[config.mk]
export PLATFORM = sky130hd
export DESIGN_NAME = dhcp_reply_parser
export DESIGN_NICKNAME = d
export VERILOG_FILES = /design/src/sv/drp_pkg.sv /design/src/sv/drp_in_reg.sv /design/src/sv/drp_parser.sv /design/src/sv/drp_out_reg.sv /design/src/sv/dhcp_reply_parser.sv
export SDC_FILE = /design/constraint.sdc
export NUM_CORES = 1
export LEC_CHECK = 0
export BUFFER_PORTS_ARGS = -buffer_cell sky130_fd_sc_hd__buf_2
export CAP_MARGIN = 40
export CORE_ASPECT_RATIO = 1.4
export CORE_MARGIN = 8
export CORE_UTILIZATION = 55
export DETAILED_ROUTE_END_ITERATION = 8
export PLACE_DENSITY_LB_ADDON = 0.1
export SLEW_MARGIN = 0
export SYNTH_ARGS = -nofsm -noshare
export SYNTH_HDL_FRONTEND = slang
export SYNTH_HIERARCHICAL = 1
export SYNTH_SLANG_ARGS = --single-unit
[constraint.sdc]
create_clock -name aclk -period 12.3 [get_ports aclk]
set_input_delay 1.23 -clock aclk [delete_from_list [all_inputs] [get_ports aclk]]
set_output_delay 1.23 -clock aclk [all_outputs]
set_load 0.02 [all_outputs]
[src/sv/drp_pkg.sv]
// shared types, constants and helpers for the dhcp reply parser
// no dependencies; the design files refer to this package by scoped names, the bench files import it
package drp_pkg;

    localparam int OPTION_AREA_BYTES = 312;
    localparam int HEADER_BYTES      = 240;
    localparam int MAX_PAYLOAD       = HEADER_BYTES + OPTION_AREA_BYTES;
    // position counter saturates at MAX_PAYLOAD + 1
    localparam int POS_W             = $clog2(MAX_PAYLOAD + 2);

    localparam logic [31:0] MAGIC_COOKIE = 32'h6382_5363;
    localparam logic [31:0] XID_RESET    = 32'h4741_4C49;

    localparam logic [7:0] OPT_PAD    = 8'd0;
    localparam logic [7:0] OPT_MASK   = 8'd1;
    localparam logic [7:0] OPT_ROUTER = 8'd3;
    localparam logic [7:0] OPT_DNS    = 8'd6;
    localparam logic [7:0] OPT_TYPE   = 8'd53;
    localparam logic [7:0] OPT_END    = 8'd255;
    localparam logic [7:0] TYPE_OFFER = 8'd2;
    localparam logic [7:0] TYPE_ACK   = 8'd5;

    localparam logic [POS_W-1:0] POS_HEADER_END = POS_W'(HEADER_BYTES);
    localparam logic [POS_W-1:0] POS_MAX        = POS_W'(MAX_PAYLOAD);
    localparam logic [POS_W-1:0] POS_XID_FIRST  = POS_W'(4);
    localparam logic [POS_W-1:0] POS_XID_LAST   = POS_W'(7);
    localparam logic [POS_W-1:0] POS_YI_FIRST   = POS_W'(16);
    localparam logic [POS_W-1:0] POS_YI_LAST    = POS_W'(19);
    localparam logic [POS_W-1:0] POS_CK_FIRST   = POS_W'(236);
    localparam logic [POS_W-1:0] POS_CK_LAST    = POS_W'(239);

    localparam int M_TDATA_BITS = 5 * 32 + 1;
    localparam int M_TDATA_W    = ((M_TDATA_BITS + 7) / 8) * 8;

    typedef enum logic [1:0] {
        PH_CODE  = 2'd0,
        PH_SIZE  = 2'd1,
        PH_VALUE = 2'd2
    } phase_t;

    typedef enum logic [2:0] {
        ST_BAD_LENGTH = 3'd0,
        ST_BAD_HEADER = 3'd1,
        ST_TRUNCATED  = 3'd2,
        ST_IGNORED    = 3'd3,
        ST_OFFER      = 3'd4,
        ST_BOUND      = 3'd5
    } status_t;

    typedef struct packed {
        logic       start;
        logic [7:0] data;
        logic       last;
    } in_item_t;

    typedef struct packed {
        status_t     status;
        logic [31:0] offered;
        logic [31:0] leased;
        logic [31:0] mask;
        logic [31:0] gateway;
        logic [31:0] dns;
        logic        done;
    } result_t;

    // byte sel of a word in wire order, sel 0 is the most significant
    function automatic logic [7:0] wire_byte(input logic [31:0] w, input logic [1:0] sel);
        logic [7:0] b;
        unique case (sel)
            2'd0: b = w[31:24];
            2'd1: b = w[23:16];
            2'd2: b = w[15:8];
            default: b = w[7:0];
        endcase
        return b;
    endfunction

endpackage

[src/sv/drp_in_reg.sv]
// input register of the dhcp reply parser: holds one accepted item
// depends on drp_pkg for the item struct
module drp_in_reg (
    input  logic              aclk,
    input  logic              aresetn,
    input  logic              s_tvalid,
    output logic              s_tready,
    input  drp_pkg::in_item_t s_item,
    input  logic              advance,
    output logic              item_valid,
    output drp_pkg::in_item_t item
);

    logic              valid_reg;
    logic              valid_next;
    drp_pkg::in_item_t item_reg;
    logic              take;

    assign s_tready = !valid_reg || advance;
    assign take     = s_tvalid && s_tready;

    always_comb begin
        if (take) begin
            valid_next = 1'b1;
        end else if (advance) begin
            valid_next = 1'b0;
        end else begin
            valid_next = valid_reg;
        end
    end

    always_ff @(posedge aclk) begin
        if (!aresetn) begin
            valid_reg <= 1'b0;
        end else begin
            valid_reg <= valid_next;
        end
    end

    always_ff @(posedge aclk) begin
        if (take) begin
            item_reg <= s_item;
        end
    end

    assign item_valid = valid_reg;
    assign item       = item_reg;

endmodule

[src/sv/drp_parser.sv]
// per-byte parse state of the dhcp reply parser: header checks, option walk,
// session state and the verdict on the last byte; depends on drp_pkg
module drp_parser (
    input  logic              aclk,
    input  logic              aresetn,
    input  logic              cfg_valid,
    input  logic [31:0]       cfg_data,
    input  logic              item_valid,
    input  drp_pkg::in_item_t item,
    input  logic              out_busy,
    output logic              advance,
    output logic              res_valid,
    output drp_pkg::result_t  res
);

    localparam int PW = drp_pkg::POS_W;

    logic [31:0]      xid_reg;
    logic             offer_seen_reg, offer_seen_next;
    logic             done_reg, done_next;
    logic [31:0]      dns_hold_reg, dns_hold_next;
    logic [31:0]      offer_hold_reg, offer_hold_next;
    logic [PW-1:0]    pos_reg, pos_next;
    logic             header_ok_reg, header_ok_next;
    logic [31:0]      yiaddr_reg, yiaddr_next;
    drp_pkg::phase_t  phase_reg, phase_next;
    logic [7:0]       code_reg, code_next;
    logic [7:0]       left_reg, left_next;
    logic [7:0]       size_reg, size_next;
    logic [31:0]      value_reg, value_next;
    logic [7:0]       msg_type_reg, msg_type_next;
    logic [31:0]      mask_reg, mask_next;
    logic [31:0]      gw_reg, gw_next;
    logic [31:0]      dns_pend_reg, dns_pend_next;
    logic             dns_pend_valid_reg, dns_pend_valid_next;
    logic             ended_reg, ended_next;

    logic             step;
    logic             finish;
    logic             truncated;
    logic             bad_len;
    logic [7:0]       b;
    logic [7:0]       consumed;

    // a last byte waits while the result register still holds an untaken result
    assign advance = !(item.last && !item.start && out_busy);
    assign step    = item_valid && advance;
    assign b       = item.data;

    always_comb begin
        offer_seen_next     = offer_seen_reg;
        done_next           = done_reg;
        dns_hold_next       = dns_hold_reg;
        offer_hold_next     = offer_hold_reg;
        pos_next            = pos_reg;
        header_ok_next      = header_ok_reg;
        yiaddr_next         = yiaddr_reg;
        phase_next          = phase_reg;
        code_next           = code_reg;
        left_next           = left_reg;
        size_next           = size_reg;
        value_next          = value_reg;
        msg_type_next       = msg_type_reg;
        mask_next           = mask_reg;
        gw_next             = gw_reg;
        dns_pend_next       = dns_pend_reg;
        dns_pend_valid_next = dns_pend_valid_reg;
        ended_next          = ended_reg;
        finish              = 1'b0;
        truncated           = 1'b0;
        bad_len             = 1'b0;
        consumed            = size_reg - left_reg;
        res_valid           = 1'b0;
        res.status          = drp_pkg::ST_IGNORED;
        res.offered         = offer_hold_reg;
        res.leased          = '0;
        res.mask            = '0;
        res.gateway         = '0;
        res.dns             = dns_hold_reg;
        res.done            = done_reg;

        if (step && !item.start) begin
            if (pos_reg < drp_pkg::POS_HEADER_END) begin
                if (pos_reg >= drp_pkg::POS_XID_FIRST && pos_reg <= drp_pkg::POS_XID_LAST) begin
                    if (b != drp_pkg::wire_byte(xid_reg, pos_reg[1:0])) begin
                        header_ok_next = 1'b0;
                    end
                end else if (pos_reg >= drp_pkg::POS_YI_FIRST
                             && pos_reg <= drp_pkg::POS_YI_LAST) begin
                    yiaddr_next = {yiaddr_reg[23:0], b};
                end else if (pos_reg >= drp_pkg::POS_CK_FIRST
                             && pos_reg <= drp_pkg::POS_CK_LAST) begin
                    if (b != drp_pkg::wire_byte(drp_pkg::MAGIC_COOKIE, pos_reg[1:0])) begin
                        header_ok_next = 1'b0;
                    end
                end
            end else if (pos_reg < drp_pkg::POS_MAX && !ended_reg) begin
                unique case (phase_reg)
                    drp_pkg::PH_CODE: begin
                        if (b == drp_pkg::OPT_END) begin
                            ended_next = 1'b1;
                        end else if (b != drp_pkg::OPT_PAD) begin
                            code_next  = b;
                            phase_next = drp_pkg::PH_SIZE;
                        end
                    end
                    drp_pkg::PH_SIZE: begin
                        size_next  = b;
                        left_next  = b;
                        value_next = '0;
                        if (b == 8'd0) begin
                            finish = 1'b1;
                        end else begin
                            phase_next = drp_pkg::PH_VALUE;
                        end
                    end
                    drp_pkg::PH_VALUE: begin
                        // only the first four value bytes are kept
                        if (consumed < 8'd4) begin
                            value_next = {value_reg[23:0], b};
                        end
                        left_next = left_reg - 8'd1;
                        if (left_next == 8'd0) begin
                            finish = 1'b1;
                        end
                    end
                    default: begin
                        phase_next = drp_pkg::PH_CODE;
                    end
                endcase
            end

            if (finish) begin
                if (code_next == drp_pkg::OPT_TYPE && size_next == 8'd1) begin
                    msg_type_next = value_next[7:0];
                end
                if (code_next == drp_pkg::OPT_DNS && size_next >= 8'd4) begin
                    dns_pend_next       = value_next;
                    dns_pend_valid_next = 1'b1;
                end
                if (code_next == drp_pkg::OPT_MASK && size_next == 8'd4) begin
                    mask_next = value_next;
                end
                if (code_next == drp_pkg::OPT_ROUTER && size_next >= 8'd4) begin
                    gw_next = value_next;
                end
                phase_next = drp_pkg::PH_CODE;
            end

            // saturates one past the largest legal length
            if (pos_reg <= drp_pkg::POS_MAX) begin
                pos_next = pos_reg + PW'(1);
            end

            if (item.last) begin
                res_valid = 1'b1;
                truncated = !ended_next && (phase_next != drp_pkg::PH_CODE);
                bad_len   = (pos_next < drp_pkg::POS_HEADER_END) || (pos_next > drp_pkg::POS_MAX);
                priority if (bad_len) begin
                    res.status = drp_pkg::ST_BAD_LENGTH;
                end else if (!header_ok_next) begin
                    res.status = drp_pkg::ST_BAD_HEADER;
                end else begin
                    if (dns_pend_valid_next) begin
                        dns_hold_next = dns_pend_next;
                    end
                    priority if (truncated) begin
                        res.status = drp_pkg::ST_TRUNCATED;
                    end else if (msg_type_next == drp_pkg::TYPE_OFFER && !offer_seen_reg) begin
                        offer_hold_next = yiaddr_next;
                        offer_seen_next = 1'b1;
                        res.status      = drp_pkg::ST_OFFER;
                    end else if (msg_type_next == drp_pkg::TYPE_ACK && offer_seen_reg) begin
                        res.leased  = yiaddr_next;
                        res.mask    = mask_next;
                        res.gateway = gw_next;
                        done_next   = 1'b1;
                        res.status  = drp_pkg::ST_BOUND;
                    end else begin
                        res.status = drp_pkg::ST_IGNORED;
                    end
                end
                res.offered = offer_hold_next;
                res.dns     = dns_hold_next;
                res.done    = done_next;
            end
        end

        if (step && item.start) begin
            offer_seen_next = 1'b0;
            done_next       = 1'b0;
            dns_hold_next   = '0;
            offer_hold_next = '0;
        end

        // per-packet state clears after every last byte and on a start item
        if (step && (item.start || item.last)) begin
            pos_next            = '0;
            header_ok_next      = 1'b1;
            yiaddr_next         = '0;
            phase_next          = drp_pkg::PH_CODE;
            code_next           = '0;
            left_next           = '0;
            size_next           = '0;
            value_next          = '0;
            msg_type_next       = '0;
            mask_next           = '0;
            gw_next             = '0;
            dns_pend_next       = '0;
            dns_pend_valid_next = 1'b0;
            ended_next          = 1'b0;
        end
    end

    always_ff @(posedge aclk) begin
        if (!aresetn) begin
            xid_reg            <= drp_pkg::XID_RESET;
            offer_seen_reg     <= 1'b0;
            done_reg           <= 1'b0;
            dns_hold_reg       <= '0;
            offer_hold_reg     <= '0;
            pos_reg            <= '0;
            header_ok_reg      <= 1'b1;
            yiaddr_reg         <= '0;
            phase_reg          <= drp_pkg::PH_CODE;
            code_reg           <= '0;
            left_reg           <= '0;
            size_reg           <= '0;
            value_reg          <= '0;
            msg_type_reg       <= '0;
            mask_reg           <= '0;
            gw_reg             <= '0;
            dns_pend_reg       <= '0;
            dns_pend_valid_reg <= 1'b0;
            ended_reg          <= 1'b0;
        end else begin
            if (cfg_valid) begin
                xid_reg <= cfg_data;
            end
            offer_seen_reg     <= offer_seen_next;
            done_reg           <= done_next;
            dns_hold_reg       <= dns_hold_next;
            offer_hold_reg     <= offer_hold_next;
            pos_reg            <= pos_next;
            header_ok_reg      <= header_ok_next;
            yiaddr_reg         <= yiaddr_next;
            phase_reg          <= phase_next;
            code_reg           <= code_next;
            left_reg           <= left_next;
            size_reg           <= size_next;
            value_reg          <= value_next;
            msg_type_reg       <= msg_type_next;
            mask_reg           <= mask_next;
            gw_reg             <= gw_next;
            dns_pend_reg       <= dns_pend_next;
            dns_pend_valid_reg <= dns_pend_valid_next;
            ended_reg          <= ended_next;
        end
    end

endmodule

[src/sv/drp_out_reg.sv]
// result register of the dhcp reply parser, holds one verdict until taken
// depends on drp_pkg for the result struct
module drp_out_reg (
    input  logic             aclk,
    input  logic             aresetn,
    input  logic             load,
    input  drp_pkg::result_t res_in,
    output logic             m_tvalid,
    input  logic             m_tready,
    output drp_pkg::result_t res_out
);

    logic             valid_reg;
    logic             valid_next;
    drp_pkg::result_t res_reg;

    always_comb begin
        if (load) begin
            valid_next = 1'b1;
        end else if (m_tready) begin
            valid_next = 1'b0;
        end else begin
            valid_next = valid_reg;
        end
    end

    always_ff @(posedge aclk) begin
        if (!aresetn) begin
            valid_reg <= 1'b0;
        end else begin
            valid_reg <= valid_next;
        end
    end

    always_ff @(posedge aclk) begin
        if (load) begin
            res_reg <= res_in;
        end
    end

    assign m_tvalid = valid_reg;
    assign res_out  = res_reg;

endmodule

[src/sv/dhcp_reply_parser.sv]
// Takes one dhcp reply payload a byte per item and gives one verdict after the
// item marked tlast. An item passes an input register, then the parse logic,
// whose verdict lands in a result register, so a byte is accepted every cycle
// unless a last byte waits; m_tvalid rises when the result register loads. Only a
// last byte waits, and only while the result register still holds a verdict
// that has not been taken. A start item (s_tuser high) clears all exchange and payload state and
// gives no verdict. The transaction id register is written through the cfg
// channel, which is always ready; write it only while no payload is in flight.
module dhcp_reply_parser (
    input  logic                            aclk,
    input  logic                            aresetn,
    input  logic                            s_tvalid,
    output logic                            s_tready,
    input  logic [7:0]                      s_tdata,  // data_byte
    input  logic                            s_tuser,  // kind
    input  logic                            s_tlast,  // last_byte
    output logic                            m_tvalid,
    input  logic                            m_tready,
    // offered_address, leased_address, subnet_mask, gateway_address,
    // dns_server, lease_done, zero fill
    output logic [drp_pkg::M_TDATA_W-1:0]   m_tdata,
    output logic [2:0]                      m_tuser,  // status
    input  logic                            cfg_valid,
    output logic                            cfg_ready,
    input  logic [31:0]                     cfg_data
);

    drp_pkg::in_item_t s_item;
    drp_pkg::in_item_t item;
    drp_pkg::result_t  res;
    drp_pkg::result_t  res_q;
    logic              item_valid;
    logic              advance;
    logic              res_valid;

    assign s_item.start = s_tuser;
    assign s_item.data  = s_tdata;
    assign s_item.last  = s_tlast;
    assign cfg_ready    = 1'b1;

    drp_in_reg u_in (
        .aclk       (aclk),
        .aresetn    (aresetn),
        .s_tvalid   (s_tvalid),
        .s_tready   (s_tready),
        .s_item     (s_item),
        .advance    (advance),
        .item_valid (item_valid),
        .item       (item)
    );

    drp_parser u_parser (
        .aclk       (aclk),
        .aresetn    (aresetn),
        .cfg_valid  (cfg_valid),
        .cfg_data   (cfg_data),
        .item_valid (item_valid),
        .item       (item),
        .out_busy   (m_tvalid && !m_tready),
        .advance    (advance),
        .res_valid  (res_valid),
        .res        (res)
    );

    drp_out_reg u_out (
        .aclk     (aclk),
        .aresetn  (aresetn),
        .load     (res_valid),
        .res_in   (res),
        .m_tvalid (m_tvalid),
        .m_tready (m_tready),
        .res_out  (res_q)
    );

    assign m_tuser = res_q.status;
    assign m_tdata = {(drp_pkg::M_TDATA_W - drp_pkg::M_TDATA_BITS)'(0), res_q.done,
                      res_q.dns, res_q.gateway, res_q.mask, res_q.leased, res_q.offered};

endmodule

==> metrics.txt <==
outcome=finished clean; Initial Utilization=55.5%; worst vdd ir=about 0.00011 V; Reg power frac=52.9%; DRC violations left=0; Die W=180 µm; CTS tree=built; Worst Tran Pin Value=between 0.9 and 1 ns; Clock Path Buffers=3; RSZ-0062 raised after global routing=no; minimum clock period=5.99 ns; largest net degree at the start of global routing=83; CP startpoint=u_parser/phase_reg[0]; min-delay worst type=reg2reg; worst path cell trace=inv_1, ha_1, clkinv_1, nor4b_1, o311ai_0, a21o_1, nand3b_1, or4b_1, a2111o_1, a2111oi_4, buf_4, nand3b_1, buf_4, a211oi_1; Crit path buffers/inverters=4; PortBufs=~210; ANT cells=0; power consumption=3.14 mW; htree depth=2; Slew Viols, Final=0; 1st-iter DRT viols=1,149; share of post-route cells with drive strength above 1=between 10% and 20%; CP Max Fanout=74; switching power total=a little under 0.7 mW; routing usage on met2=roughly 40%; flip-flop count of the largest register after layout=about 160; Vias/cell=5.74; CP Class=reg2reg; TritonCTS Sinks=around 480; Synth cell types=80; num ports=221; Post-CTS Setup Bufs=0; worst-case reg-to-reg path depth=14; yosys warns=6; Worst setup EP type=flop; Async SR Flop Fraction=0%; cell row count=84; post-cts gate resize count=0; syn_area_per_cell=about 9.7 µm²; CP arrival=6.39 ns; R2R Setup Slk=around 6.3 ns; Clock Latency Late Sink=around 0.57 ns; fin cells=between 2k and 3k; Avg WL per Cell=about 19 µm; NumNets Final=about 2.4k; clock share of power=44.0%; top_reg_cell synth=dfxtp_1; Syn Inst Count=around 2.2k; vias in the first global route=roughly 16k; CTS Buf Count=46; Worst Setup EP=u_out/res_out[93]; die area=44,300 µm²; floorplan core area=between 30,000 and 40,000 µm²; total stage count of the critical path=14; Finish-stage setup viols=0; post-DP HPWL=34.6 mm; first-pass GRT wire length=around 85 mm; grt met3 use=3.92%; Pleak=roughly 9 nW; Worst Path Required=approximately 13 ns; gr usage total=around a quarter; combinational power share=3.0%; Achievable Freq=approximately 170 MHz; endpoints failing hold=0; Worst path top cell family by delay=simple AND/OR/NAND/NOR gates; initial antenna violation count=0; final WL=between 50 and 60 mm; DRT antenna net count=0; setup TNS=0 ns; Crit-path slowest cell=or4b_1; crit-path max cell delay=around 0.64 ns; top-count cell post-synth=nand2_1; Die H=~250 µm; grt total ovfl=0; Pre-antenna DRT Iters=7; fin crit share=48.7%; clock-pin slew on the worst setup and hold paths=0.06 ns; max-capacitance violation count=0; launching point of the worst reg2reg path=u_parser/phase_reg[0]; Synth area leaders=dfxtp_1 (30%), edfxtp_1 (25%), nand2_1 (6.9%); hold_buf cts=0; Final GP Congestion=a little under 0.9; Seq/Total Area, Yosys=around 55%; area share of the largest cell type after synthesis=between 20% and 30%; Rel. slew slack=between 30% and 40%; number of flops mapped to enable cells by yosys=approximately 170; leading area contributor after synthesis=dfxtp_1; Critical Path Source Type=flop; flops & latches, synth=around 480; Sw Share=22.1%; CTS root buffer=clkbuf_16; r2r endpoint=u_out/res_out[93]; placed insts=2,720; met1 GRT Util=~29%; vias=between 15k and 20k; busiest grt layer=met2; synth cell count leaders=nand2_1 (384), dfxtp_1 (307), a21oi_1 (270), nor2_1 (216), edfxtp_1 (174); Area growth syn-to-layout=14.2%; mapped cell area=roughly 21,000 µm²; PD cells=133 nW/µm²; Pint=2.45 mW; clk_skew=0.0158 ns
power by group through the flow:
stage / Sequential (mW) / Clock (mW) / Combinational [mW]
2_1_floorplan: 1.70 / 0 / 0.0666
3_3_place_gp: 1.70 / 0 / 0.0929
3_5_place_dp: 1.70 / 0 / 0.0953
4_1_cts: 1.66 / 1.42 / 0.0955
5_1_grt: 1.66 / 1.48 / 0.103
6_report: 1.66 / 1.38 / 0.0956
routing by layer:
layer  part of all wire (%)  vias up  wire length, µm
met2                     50      482            26300
met4                    2.6        0             1380
met5                      0        -                0
met1                     42     7716            22500
li1                       -     7818                -
met3                    5.6       92             2960
cell families after synthesis:
logic type                 Yosys count  share of synthesized area [%]
muxes                              177                           8.85
xor gates and xnor gates            24                           1.01
adders and majority gates           18                           1.07
other                                2                         0.0362
and+or+nand+nor                    776                           16.4
buffers and inverters              194                           3.83
DFF                                481                           54.8
AOI/OAI and AO/OA                  478                           14.1
stage by stage:
step                setup slack, ns  util [%]  instance area, µm²  hold slack, ns
global placement               6.04      59.0               22100           0.434
detailed placement             6.41      59.4               22200           0.443
CTS                            6.39      63.4               23700           0.451
floorplan                      4.35         -               20800           0.428
finish                         6.31      63.4               23700           0.449
global route                   5.85      63.4               23700           0.468
worst reg2reg max path, cell delays in order (launching register included):
cell       delay, ns
dfxtp_1         0.33
inv_1           0.12
ha_1            0.56
clkinv_1        0.45
nor4b_1         0.42
o311ai_0        0.21
a21o_1          0.27
nand3b_1        0.21
or4b_1          0.64
a2111o_1        0.50
a2111oi_4       0.35
buf_4           0.40
nand3b_1        0.47
buf_4           0.53
a211oi_1        0.35
worst min path at each step:
stage               cells past startpoint  slack, ns                     start                       end
detailed placement                      2       0.44   u_parser/yiaddr_reg[30]   u_parser/yiaddr_reg[30]
global placement                        2       0.43  u_parser/dns_pend_reg[8]  u_parser/dns_pend_reg[8]
finish                                  2       0.45   u_parser/yiaddr_reg[30]   u_parser/yiaddr_reg[30]
floorplan                               2       0.43  u_parser/dns_pend_reg[1]  u_parser/dns_pend_reg[1]
global route                            2       0.47   u_parser/yiaddr_reg[30]   u_parser/yiaddr_reg[30]
CTS                                     2       0.45   u_parser/yiaddr_reg[30]   u_parser/yiaddr_reg[30]
placed cells by master, fill, tap and decap left out, types with 4 or more instances in the layout:
master / count
nand4_1: 6
o211ai_1: 6
mux2i_1: 124
a21oi_1: 270
buf_2: 213
nand3b_1: 9
ha_1: 17
xor2_1: 8
nor4_1: 7
or3_1: 9
conb_1: 8
buf_4: 37
nor3_1: 18
clkinv_1: 8
nand2b_1: 6
inv_1: 26
o21a_1: 6
o31ai_1: 5
a22oi_1: 19
edfxtp_1: 174
nand2_1: 382
and2_1: 4
a222oi_1: 8
nor2b_1: 58
clkbuf_16: 46
clkbuf_1: 10
clkinv_2: 11
mux2_2: 53
and3_1: 5
nor2_1: 214
xnor2_1: 16
dfxtp_1: 307
o2111ai_1: 5
a211oi_1: 77
nand3_1: 17
nand4b_1: 4
o21ai_0: 33
a31oi_1: 5
o22ai_1: 6
area by class of cell:
cell class / count / area [µm²]
Timing Repair Buffer: 258 / 1500
Clock buffer: 57 / 1200
Fill cell: 3188 / 13700
Multi-Input combinational cell: 1481 / 8670
Sequential cell: 481 / 11400
Inverter: 27 / 101
Tap cell: 473 / 592
Clock inverter: 29 / 270
Power figures use the tool's default switching activity.
